[src/double_ended_stack_allocator_core_assert.svh]
// ---------------------------------------------------------------------------
// Assertion macros for the double-ended stack allocator
// Shared property wrappers; clocked on clock, disabled while reset is high.
// ---------------------------------------------------------------------------
`ifndef DOUBLE_ENDED_STACK_ALLOCATOR_CORE_ASSERT_SVH
`define DOUBLE_ENDED_STACK_ALLOCATOR_CORE_ASSERT_SVH

// same-cycle implication
`define DESA_ASSERT_IMPL(label, ante, cons, msg) \
   label: assert property (@(posedge clock) disable iff (reset) (ante) |-> (cons)) \
      else $error(msg);

// next-cycle implication
`define DESA_ASSERT_NEXT(label, ante, cons, msg) \
   label: assert property (@(posedge clock) disable iff (reset) (ante) |=> (cons)) \
      else $error(msg);

`endif

[src/desa_pkg.sv]
`timescale 1ns / 1ps
// ---------------------------------------------------------------------------
// desa_pkg
// Types and constants shared by the double-ended stack allocator modules.
// ---------------------------------------------------------------------------
package desa_pkg;

   localparam int unsigned FIELD_BITS = 32;
   localparam logic [FIELD_BITS-1:0] REGION_RESET = 32'h0001_0000;

   typedef enum logic [2:0] {
      CMD_ALLOC_TOP     = 3'd0,
      CMD_ALLOC_BOTTOM  = 3'd1,
      CMD_FREE_TOP      = 3'd2,
      CMD_FREE_BOTTOM   = 3'd3,
      CMD_TOP_MARKER    = 3'd4,
      CMD_BOTTOM_MARKER = 3'd5,
      CMD_CLEAR_TOP     = 3'd6,
      CMD_CLEAR_BOTTOM  = 3'd7
   } cmd_type;

   typedef enum logic [1:0] {
      STATUS_OK        = 2'd0,
      STATUS_OVERFLOW  = 2'd1,
      STATUS_ZERO_SIZE = 2'd2
   } status_type;

   typedef enum logic [0:0] {
      CSR_REGION_SIZE  = 1'b0,
      CSR_BASE_ADDRESS = 1'b1
   } csr_index_type;

   typedef struct packed {
      logic [FIELD_BITS-1:0] region_size;
      logic [FIELD_BITS-1:0] base_address;
   } csr_regs_type;

   typedef struct packed {
      status_type            status;
      logic [FIELD_BITS-1:0] address;
   } result_type;

endpackage

[src/desa_csr.sv]
`timescale 1ns / 1ps
// ---------------------------------------------------------------------------
// desa_csr
// Configuration registers: region size and base address.
// ---------------------------------------------------------------------------
module desa_csr (
   input  logic                          clock,
   input  logic                          reset,
   input  logic                          csr_valid,
   output logic                          csr_ready,
   input  desa_pkg::csr_index_type       csr_index,
   input  logic [desa_pkg::FIELD_BITS-1:0] csr_wdata,
   output desa_pkg::csr_regs_type        regs
);
   import desa_pkg::*;

   logic [FIELD_BITS-1:0] region_ff, region_in;
   logic [FIELD_BITS-1:0] base_ff, base_in;

   // writes must only arrive while the core is idle (the block does not enforce it); never back-pressured
   assign csr_ready = 1'b1;

   always_comb begin
      region_in = region_ff;
      base_in   = base_ff;
      if (csr_valid && csr_ready) begin
         unique case (csr_index)
            CSR_REGION_SIZE:  region_in = csr_wdata;
            CSR_BASE_ADDRESS: base_in   = csr_wdata;
         endcase
      end
   end

   always_ff @(posedge clock) begin
      if (reset) begin
         region_ff <= REGION_RESET;
         base_ff   <= '0;
      end else begin
         region_ff <= region_in;
         base_ff   <= base_in;
      end
   end

   assign regs.region_size  = region_ff;
   assign regs.base_address = base_ff;

endmodule

[src/desa_exec.sv]
`timescale 1ns / 1ps
// ---------------------------------------------------------------------------
// desa_exec
// Command datapath: computes status, address and next pointer values.
// ---------------------------------------------------------------------------
module desa_exec #(
   parameter int unsigned PTR_BITS = 32
) (
   input  desa_pkg::cmd_type               cmd,
   input  logic [desa_pkg::FIELD_BITS-1:0] size,
   input  logic [3:0]                      align_log2,
   input  logic [desa_pkg::FIELD_BITS-1:0] marker,
   input  desa_pkg::csr_regs_type          regs,
   input  logic [PTR_BITS-1:0]             top_cur,
   input  logic [PTR_BITS-1:0]             bottom_cur,
   output logic [PTR_BITS-1:0]             top_next,
   output logic [PTR_BITS-1:0]             bottom_next,
   output desa_pkg::result_type            result
);
   import desa_pkg::*;

   // room for an aligned-up bottom plus a size without wrapping
   localparam int unsigned EXT_BITS = ((PTR_BITS > 15) ? PTR_BITS : 15) + 2;

   logic [PTR_BITS-1:0] size_m;
   logic [PTR_BITS-1:0] marker_m;
   logic [PTR_BITS-1:0] region_m;
   logic [EXT_BITS-1:0] amask;
   logic [PTR_BITS-1:0] top_start;
   logic [EXT_BITS-1:0] bot_start;
   logic [EXT_BITS-1:0] bot_end;
   logic [PTR_BITS-1:0] top_room;
   logic                is_sized;

   assign size_m   = size[PTR_BITS-1:0];
   assign marker_m = marker[PTR_BITS-1:0];
   assign region_m = regs.region_size[PTR_BITS-1:0];
   assign amask    = ~({EXT_BITS{1'b1}} << align_log2);
   assign is_sized = (cmd == CMD_ALLOC_TOP) || (cmd == CMD_ALLOC_BOTTOM) ||
                     (cmd == CMD_FREE_TOP) || (cmd == CMD_FREE_BOTTOM);

   // top start rounds down, bottom start rounds up
   assign top_start = (top_cur - size_m) & ~amask[PTR_BITS-1:0];
   assign bot_start = (EXT_BITS'(bottom_cur) + amask) & ~amask;
   assign bot_end   = bot_start + EXT_BITS'(size_m);
   assign top_room  = region_m - top_cur;

   always_comb begin
      top_next       = top_cur;
      bottom_next    = bottom_cur;
      result.status  = STATUS_OK;
      result.address = '0;
      if (is_sized && (size_m == '0)) begin
         result.status = STATUS_ZERO_SIZE;
      end else begin
         unique case (cmd)
            CMD_ALLOC_TOP: begin
               if ((size_m > top_cur) || (top_start <= bottom_cur)) begin
                  result.status = STATUS_OVERFLOW;
               end else begin
                  top_next       = top_start;
                  result.address = regs.base_address + FIELD_BITS'(top_start);
               end
            end
            CMD_ALLOC_BOTTOM: begin
               if (bot_end >= EXT_BITS'(top_cur)) begin
                  result.status = STATUS_OVERFLOW;
               end else begin
                  bottom_next    = bot_end[PTR_BITS-1:0];
                  result.address = regs.base_address +
                                   FIELD_BITS'(bot_start[PTR_BITS-1:0]);
               end
            end
            CMD_FREE_TOP: begin
               // saturate at the region end, also when top already sits past it
               if ((top_cur >= region_m) || (size_m > top_room)) begin
                  top_next = region_m;
               end else begin
                  top_next = top_cur + size_m;
               end
            end
            CMD_FREE_BOTTOM: begin
               if (size_m > bottom_cur) begin
                  bottom_next = '0;
               end else begin
                  bottom_next = bottom_cur - size_m;
               end
            end
            CMD_TOP_MARKER: begin
               if ((marker_m > top_cur) && (marker_m < region_m)) begin
                  top_next = marker_m;
               end
            end
            CMD_BOTTOM_MARKER: begin
               if (marker_m < bottom_cur) begin
                  bottom_next = marker_m;
               end
            end
            CMD_CLEAR_TOP:    top_next    = region_m;
            CMD_CLEAR_BOTTOM: bottom_next = '0;
         endcase
      end
   end

endmodule

[src/double_ended_stack_allocator_core.sv]
`timescale 1ns / 1ps
// ---------------------------------------------------------------------------
// double_ended_stack_allocator_core
// Two-ended bump allocator over one region, one command per cycle while the result side does not stall.
// ---------------------------------------------------------------------------
// A command transfer lands in an input register; once the result slot is free
// or being drained, its result is computed from that register and the two
// pointer registers, and the pointers and the result register are updated
// together, so a following command already sees the new pointers. Throughput
// is one command per cycle with no stall on either side; result valid comes
// from the result register, which is loaded as the command leaves the input
// register. Only a stalled result slot holds the input register.
// Configuration writes are taken at once and must only be issued while idle.
module double_ended_stack_allocator_core #(
   parameter int unsigned OFFSET_BITS = 32
) (
   input  logic                            clock,
   input  logic                            reset,
   // command channel
   input  logic                            req_valid,
   output logic                            req_stall,
   input  desa_pkg::cmd_type               req_cmd,
   input  logic [desa_pkg::FIELD_BITS-1:0] req_size,
   input  logic [3:0]                      req_align_log2,
   input  logic [desa_pkg::FIELD_BITS-1:0] req_marker,
   // result channel
   output logic                            rsp_valid,
   input  logic                            rsp_stall,
   output desa_pkg::status_type            rsp_status,
   output logic [desa_pkg::FIELD_BITS-1:0] rsp_address,
   output logic [desa_pkg::FIELD_BITS-1:0] rsp_top_now,
   output logic [desa_pkg::FIELD_BITS-1:0] rsp_bottom_now,
   // configuration write channel
   input  logic                            csr_valid,
   output logic                            csr_ready,
   input  desa_pkg::csr_index_type         csr_index,
   input  logic [desa_pkg::FIELD_BITS-1:0] csr_wdata
);
   import desa_pkg::*;

   localparam int unsigned PTR_BITS = (OFFSET_BITS < FIELD_BITS) ? OFFSET_BITS : FIELD_BITS;

`include "double_ended_stack_allocator_core_assert.svh"

   csr_regs_type regs;
   result_type   exec_result;

   logic                  req_valid_ff, req_valid_in;
   cmd_type               cmd_ff, cmd_in;
   logic [FIELD_BITS-1:0] size_ff, size_in;
   logic [3:0]            align_ff, align_in;
   logic [FIELD_BITS-1:0] marker_ff, marker_in;

   logic [PTR_BITS-1:0]   top_ff, top_in;
   logic [PTR_BITS-1:0]   bottom_ff, bottom_in;
   logic [PTR_BITS-1:0]   top_next;
   logic [PTR_BITS-1:0]   bottom_next;

   logic                  rsp_valid_ff, rsp_valid_in;
   status_type            status_ff, status_in;
   logic [FIELD_BITS-1:0] address_ff, address_in;

   logic                  req_xfer;
   logic                  advance;

   desa_csr u_csr (
      .clock     (clock),
      .reset     (reset),
      .csr_valid (csr_valid),
      .csr_ready (csr_ready),
      .csr_index (csr_index),
      .csr_wdata (csr_wdata),
      .regs      (regs)
   );

   desa_exec #(
      .PTR_BITS (PTR_BITS)
   ) u_exec (
      .cmd         (cmd_ff),
      .size        (size_ff),
      .align_log2  (align_ff),
      .marker      (marker_ff),
      .regs        (regs),
      .top_cur     (top_ff),
      .bottom_cur  (bottom_ff),
      .top_next    (top_next),
      .bottom_next (bottom_next),
      .result      (exec_result)
   );

   // held command moves on when the result slot is free or being drained
   assign advance   = req_valid_ff && (!rsp_valid_ff || !rsp_stall);
   assign req_stall = req_valid_ff && !advance;
   assign req_xfer  = req_valid && !req_stall;

   always_comb begin
      req_valid_in = req_valid_ff;
      cmd_in       = cmd_ff;
      size_in      = size_ff;
      align_in     = align_ff;
      marker_in    = marker_ff;
      if (req_xfer) begin
         req_valid_in = 1'b1;
         cmd_in       = req_cmd;
         size_in      = req_size;
         align_in     = req_align_log2;
         marker_in    = req_marker;
      end else if (advance) begin
         req_valid_in = 1'b0;
      end
   end

   always_comb begin
      top_in       = top_ff;
      bottom_in    = bottom_ff;
      rsp_valid_in = rsp_valid_ff && rsp_stall;
      status_in    = status_ff;
      address_in   = address_ff;
      if (advance) begin
         top_in       = top_next;
         bottom_in    = bottom_next;
         rsp_valid_in = 1'b1;
         status_in    = exec_result.status;
         address_in   = exec_result.address;
      end
   end

   always_ff @(posedge clock) begin
      if (reset) begin
         req_valid_ff <= 1'b0;
         rsp_valid_ff <= 1'b0;
         top_ff       <= REGION_RESET[PTR_BITS-1:0];
         bottom_ff    <= '0;
      end else begin
         req_valid_ff <= req_valid_in;
         rsp_valid_ff <= rsp_valid_in;
         top_ff       <= top_in;
         bottom_ff    <= bottom_in;
      end
   end

   always_ff @(posedge clock) begin
      cmd_ff     <= cmd_in;
      size_ff    <= size_in;
      align_ff   <= align_in;
      marker_ff  <= marker_in;
      status_ff  <= status_in;
      address_ff <= address_in;
   end

   assign rsp_valid      = rsp_valid_ff;
   assign rsp_status     = status_ff;
   assign rsp_address    = address_ff;
   assign rsp_top_now    = FIELD_BITS'(top_ff);
   assign rsp_bottom_now = FIELD_BITS'(bottom_ff);

   `DESA_ASSERT_NEXT(a_fail_keeps_ptrs,
      advance && (exec_result.status != STATUS_OK),
      $stable(top_ff) && $stable(bottom_ff),
      "failed command changed a pointer")

   `DESA_ASSERT_NEXT(a_alloc_no_cross,
      advance && (exec_result.status == STATUS_OK) &&
      ((cmd_ff == CMD_ALLOC_TOP) || (cmd_ff == CMD_ALLOC_BOTTOM)),
      bottom_ff < top_ff,
      "allocation left pointers crossed")

   `DESA_ASSERT_IMPL(a_addr_zero_on_fail,
      rsp_valid && (rsp_status != STATUS_OK),
      rsp_address == '0,
      "nonzero address on failed command")

   `DESA_ASSERT_IMPL(a_rsp_ptrs_live,
      rsp_valid,
      (rsp_top_now == FIELD_BITS'(top_ff)) && (rsp_bottom_now == FIELD_BITS'(bottom_ff)),
      "result pointers differ from pointer registers")

endmodule
[config.mk]
export PLATFORM = sky130hd
export DESIGN_NAME = double_ended_stack_allocator_core
export DESIGN_NICKNAME = d
export VERILOG_FILES = /design/src/desa_pkg.sv /design/src/desa_csr.sv /design/src/desa_exec.sv /design/src/double_ended_stack_allocator_core.sv
export VERILOG_INCLUDE_DIRS = /design/src /design/src/src
export SDC_FILE = /design/constraint.sdc
export NUM_CORES = 1
export LEC_CHECK = 0
export BUFFER_PORTS_ARGS = -buffer_cell sky130_fd_sc_hd__buf_4
export CORE_MARGIN = 4
export CORE_UTILIZATION = 25
export CTS_CLUSTER_SIZE = 8
export DETAILED_ROUTE_END_ITERATION = 6
export GPL_TIMING_DRIVEN = 0
export SLEW_MARGIN = 20
export SYNTH_ARGS = -nofsm -noshare
export SYNTH_HDL_FRONTEND = slang
export SYNTH_HIERARCHICAL = 1
export SYNTH_SLANG_ARGS = --single-unit
[constraint.sdc]
create_clock -name clock -period 7.4 [get_ports clock]
set_input_delay 0.74 -clock clock [delete_from_list [all_inputs] [get_ports clock]]
set_output_delay 0.74 -clock clock [all_outputs]
set_load 0.01 [all_outputs]
==> out/results.txt <==
CTS built an H-tree with a depth of 2. Total iterations of the first detailed-routing run: 7. The sequential fraction of the synthesis area is 20.5%. Family of cells with the greatest summed delay on the critical path: compound AO/OA/AOI/OAI gates. The sum of net half-perimeters after detailed placement is 107 mm.

The post-layout total power is 5.12 mW. In this run, CTS created clock tree buffers numbering 38. Synthesis produced a netlist with a net count of 3893. Setup repair after global routing could not meet its margin everywhere. The cell that appears most often on the critical path is a21o_1. STA puts the critical path data arrival time at 8.29 ns. In the finished design, the share of the clock period the worst path needs comes to 107%.

For the finished layout, the period the worst path requires is 7.95 ns. For the placeable core region, the log shows 111000 sq um. The clock net sink count was 235; the multi-input combinational cell area was 22000 sq um.

After the first detailed-routing iteration, the DRC count stood at 2458. The final reports fail on design-rule violations, negative setup slack. Registers take 5760 sq um. TritonCTS built the clock tree. Entering global routing, the biggest net connects 44 pins. Measured along the y axis, the die boundary spans 343 microns. The slew at the pin closest to its max-slew limit works out to 1.24 ns. The number of top-level pins is 210. The async set-reset flop share out of synthesis was 0%. Setup violations remaining at the end of the flow were counted as 65. At the later pin of the worst-skew pair, clock insertion delay measures 0.58 ns. The placed instances occupy a cell area of 31700 sq um. The clock-pin slew reported for the worst setup and hold paths after clock tree synthesis is 0.06 ns. Power spread over the standard cell area amounts to 147 nW/um^2. The number of port buffers came out at 205. The critical-path maximum fanout works out to 6. The worst setup path is launched from a flip-flop. The floorplan has 122 rows. Root buffer selected by CTS: clkbuf_16. For the final setup skew, the log shows 0.0211 ns.

Final number of max-transition violations: 0. The number of violations of the max-capacitance limit is 0. In this run the worst hold path is classified as in -> reg. The peak supply drop was 0.000141 V. After synthesis, the cell types taking the most area are ha_1 19%, edfxtp_1 11%, dfxtp_1 9.3%, mux2i_1 5.9%, nand2b_1 5.5%. The leakage power is 14.7 nW. The run finished, with violations left.

The Yosys step of the flow raised 6 warnings. Overall die width: 343 microns. Based on the critical path, the design can be clocked at up to 126 MHz. Global routing used 21.1% of the available tracks across all layers. Once layout is done, the placed cells without fillers occupy 34700 sq um. For the number of antenna violations at the first check in global routing, the log shows 1. After detailed routing, the number of vias per cell comes to 5.36. The final weighted congestion of routability-driven global placement came out at 0.973.

The net count of the finished layout is 4219. The logs give 27900 for the vias after detailed routing and 25.3% for the initial cell density of the core. The via count of the first global-routing pass was 27200; the synthesized cell area was 28100 sq um.

The sum of overflow across all layers after global routing is 0. Yosys mapped a number of flops with a built-in enable equal to 105. The floorplan step defined a die boundary enclosing 118000 sq um. The post-route netlist has 16.8% of its cells at a drive strength greater than 1. The delay contributed by the slowest stage of the critical path is 0.48 ns.

The number of endpoints with negative hold slack in the final report was 0; the count of cell types in the netlist was 97. The count of nets left with antenna violations once routing finished came out at 0. The number of buffers and inverters on the critical path works out to 8. The slowest stage of the critical path belongs to the cell edfxtp_1. The kind of end point of the critical path is a flip-flop. The final cell count without fillers came out at 5196. The flip-flop and latch count after synthesis came out at 235. After detailed routing, the number of remaining DRC violations is 8. Synthesis produced a netlist whose cell count is 3353. Including well taps, the total number of placed cells is 5051. Averaged over all synthesized cells, the footprint is 8.38 sq um. The clock passes through at most 3 buffers. The final routed wire length divided by cell count works out to 25.0 microns. The critical path class is reg -> reg.

The tools report the global-route wire length before repair as 182 mm. Most instantiated flip-flop cell in the synthesis netlist: dfxtp_1. The cell type contributing the most total cell area after synthesis was ha_1. The synthesized design devotes to its leading area cell type 18.8% of total area. The area growth from synthesis to layout is 23.6%, and the required time reported for the critical path endpoint is 7.74 ns.

The logs give -0.553 ns for the final worst setup slack and 17.4% for the max-slew headroom at the worst pin. The filler cells instantiated in the layout total 11900. After detailed routing, the total wire length is 130 mm.
state kept, by name (all words and copies together), names as in the netlist:
signal           cells
marker_ff           32
rsp_address         32
rsp_bottom_now      32
rsp_top_now         32
size_ff             32
u_csr/base_ff       32
u_csr/region_ff     32
align_ff             4
cmd_ff               3
rsp_status           2
req_valid_ff         1
rsp_valid            1
where the power goes:
group	total, mW	switching [mW]	leakage, nW	internal [mW]
clock	1.70	0.694	0.548	1.01
combinational	1.86	1.07	12.1	0.785
sequential	1.57	0.147	2.09	1.42
final timing paths:
| kind | from | end | slack, ns | cells past startpoint |
|---|---|---|---|---|
| max | align_ff[3]$_DFFE_PP_ | rsp_address[27]$_DFFE_PP_ | -0.55 | 39 |
| min | req_cmd[0] | cmd_ff[0]$_DFFE_PP_ | 0.34 | 1 |
| max reg2reg | align_ff[3]$_DFFE_PP_ | rsp_address[27]$_DFFE_PP_ | -0.55 | 39 |
| min reg2reg | req_valid_ff$_SDFFE_PP0P_ | rsp_valid$_SDFF_PP0_ | 0.48 | 2 |
placed cells by master (no fill, tap or decap), types with 17 or more instances in the layout:
master,synthesis,final
a211oi_1,30,25
a21o_1,140,140
a21oi_1,266,235
a21oi_2,0,29
a22oi_1,47,24
a22oi_2,0,23
a31oi_1,22,18
and2_1,19,18
and3_1,27,27
buf_4,8,286
buf_6,9,17
clkbuf_1,85,88
clkbuf_16,0,39
dfxtp_1,130,127
edfxtp_1,105,105
ha_1,423,405
inv_1,214,211
mux2i_1,166,166
nand2_1,123,119
nand2b_1,249,249
nand3_1,49,48
nand4_1,56,56
nor2_1,210,197
nor2b_1,41,41
nor3_1,49,45
nor4_1,24,20
o211ai_1,24,24
o21a_1,44,43
o21ai_0,192,178
o21bai_1,31,28
or2_2,24,22
or3_1,30,27
xnor2_1,157,141
xor2_1,57,55
cell type report:
type | count | area share (%)
antenna | 3 | 0.0216
buffer | 122 | 2.21
clock buffer | 59 | 3.14
clock inverter | 7 | 0.112
inverter | 214 | 2.32
multi-input combinational | 2774 | 63.4
sequential | 235 | 16.6
tap | 1488 | 5.36
timing repair buffer | 294 | 6.81
metrics by stage:
| stage | setup slack (ns) | hold slack (ns) | util [%] | setup TNS (ns) |
|---|---|---|---|---|
| floorplan | 0.0339 | 0.451 | - | 0 |
| global route | -0.686 | 0.311 | 31.3 | -33.67 |
| global placement | -3.24 | 0.459 | 28.4 | -246.20 |
| finish | -0.553 | 0.336 | 31.3 | -23.84 |
| CTS | -0.368 | 0.301 | 30.8 | -16.81 |
| detailed placement | -2.86 | 0.475 | 28.5 | -204.41 |
layer usage:
layer | vias to the layer above | GRT usage [%] | wire length [microns]
met3 | 275 | 2.84 | 9010
met5 | - | 0 | 0
met1 | 13400 | 27.8 | 56600
met4 | 0 | 11.0 | 7760
li1 | 13000 | - | -
met2 | 1200 | 33.5 | 56600
synthesized netlist by cell type (105+ instances only):
master      n
nand2_1   123
a21o_1    140
mux2i_1   166
xnor2_1   157
inv_1     214
edfxtp_1  105
ha_1      423
a21oi_1   266
o21ai_0   192
nor2_1    210
nand2b_1  249
dfxtp_1   130
repair_timing:
action                                  in CTS  in global routing
pin swaps                                   75                 77
resized for setup                          173                 92
setup buffers                               52                 32
cloned                                       4                  0
hold endpoints to repair                     0                  0
endpoints found under the setup margin      97                 97
hold buffers                                 0                  0
logic make-up after synthesis:
logic type,synth area share [%]
AOI/OAI and AO/OA,24.2
xor gates and xnor gates,6.67
adders and majority gates,19.6
buffers and inverters,5.36
DFF,20.5
muxes,5.95
other,0.0133
and+or+nand+nor,17.8
Power figures use the tool's default switching activity.
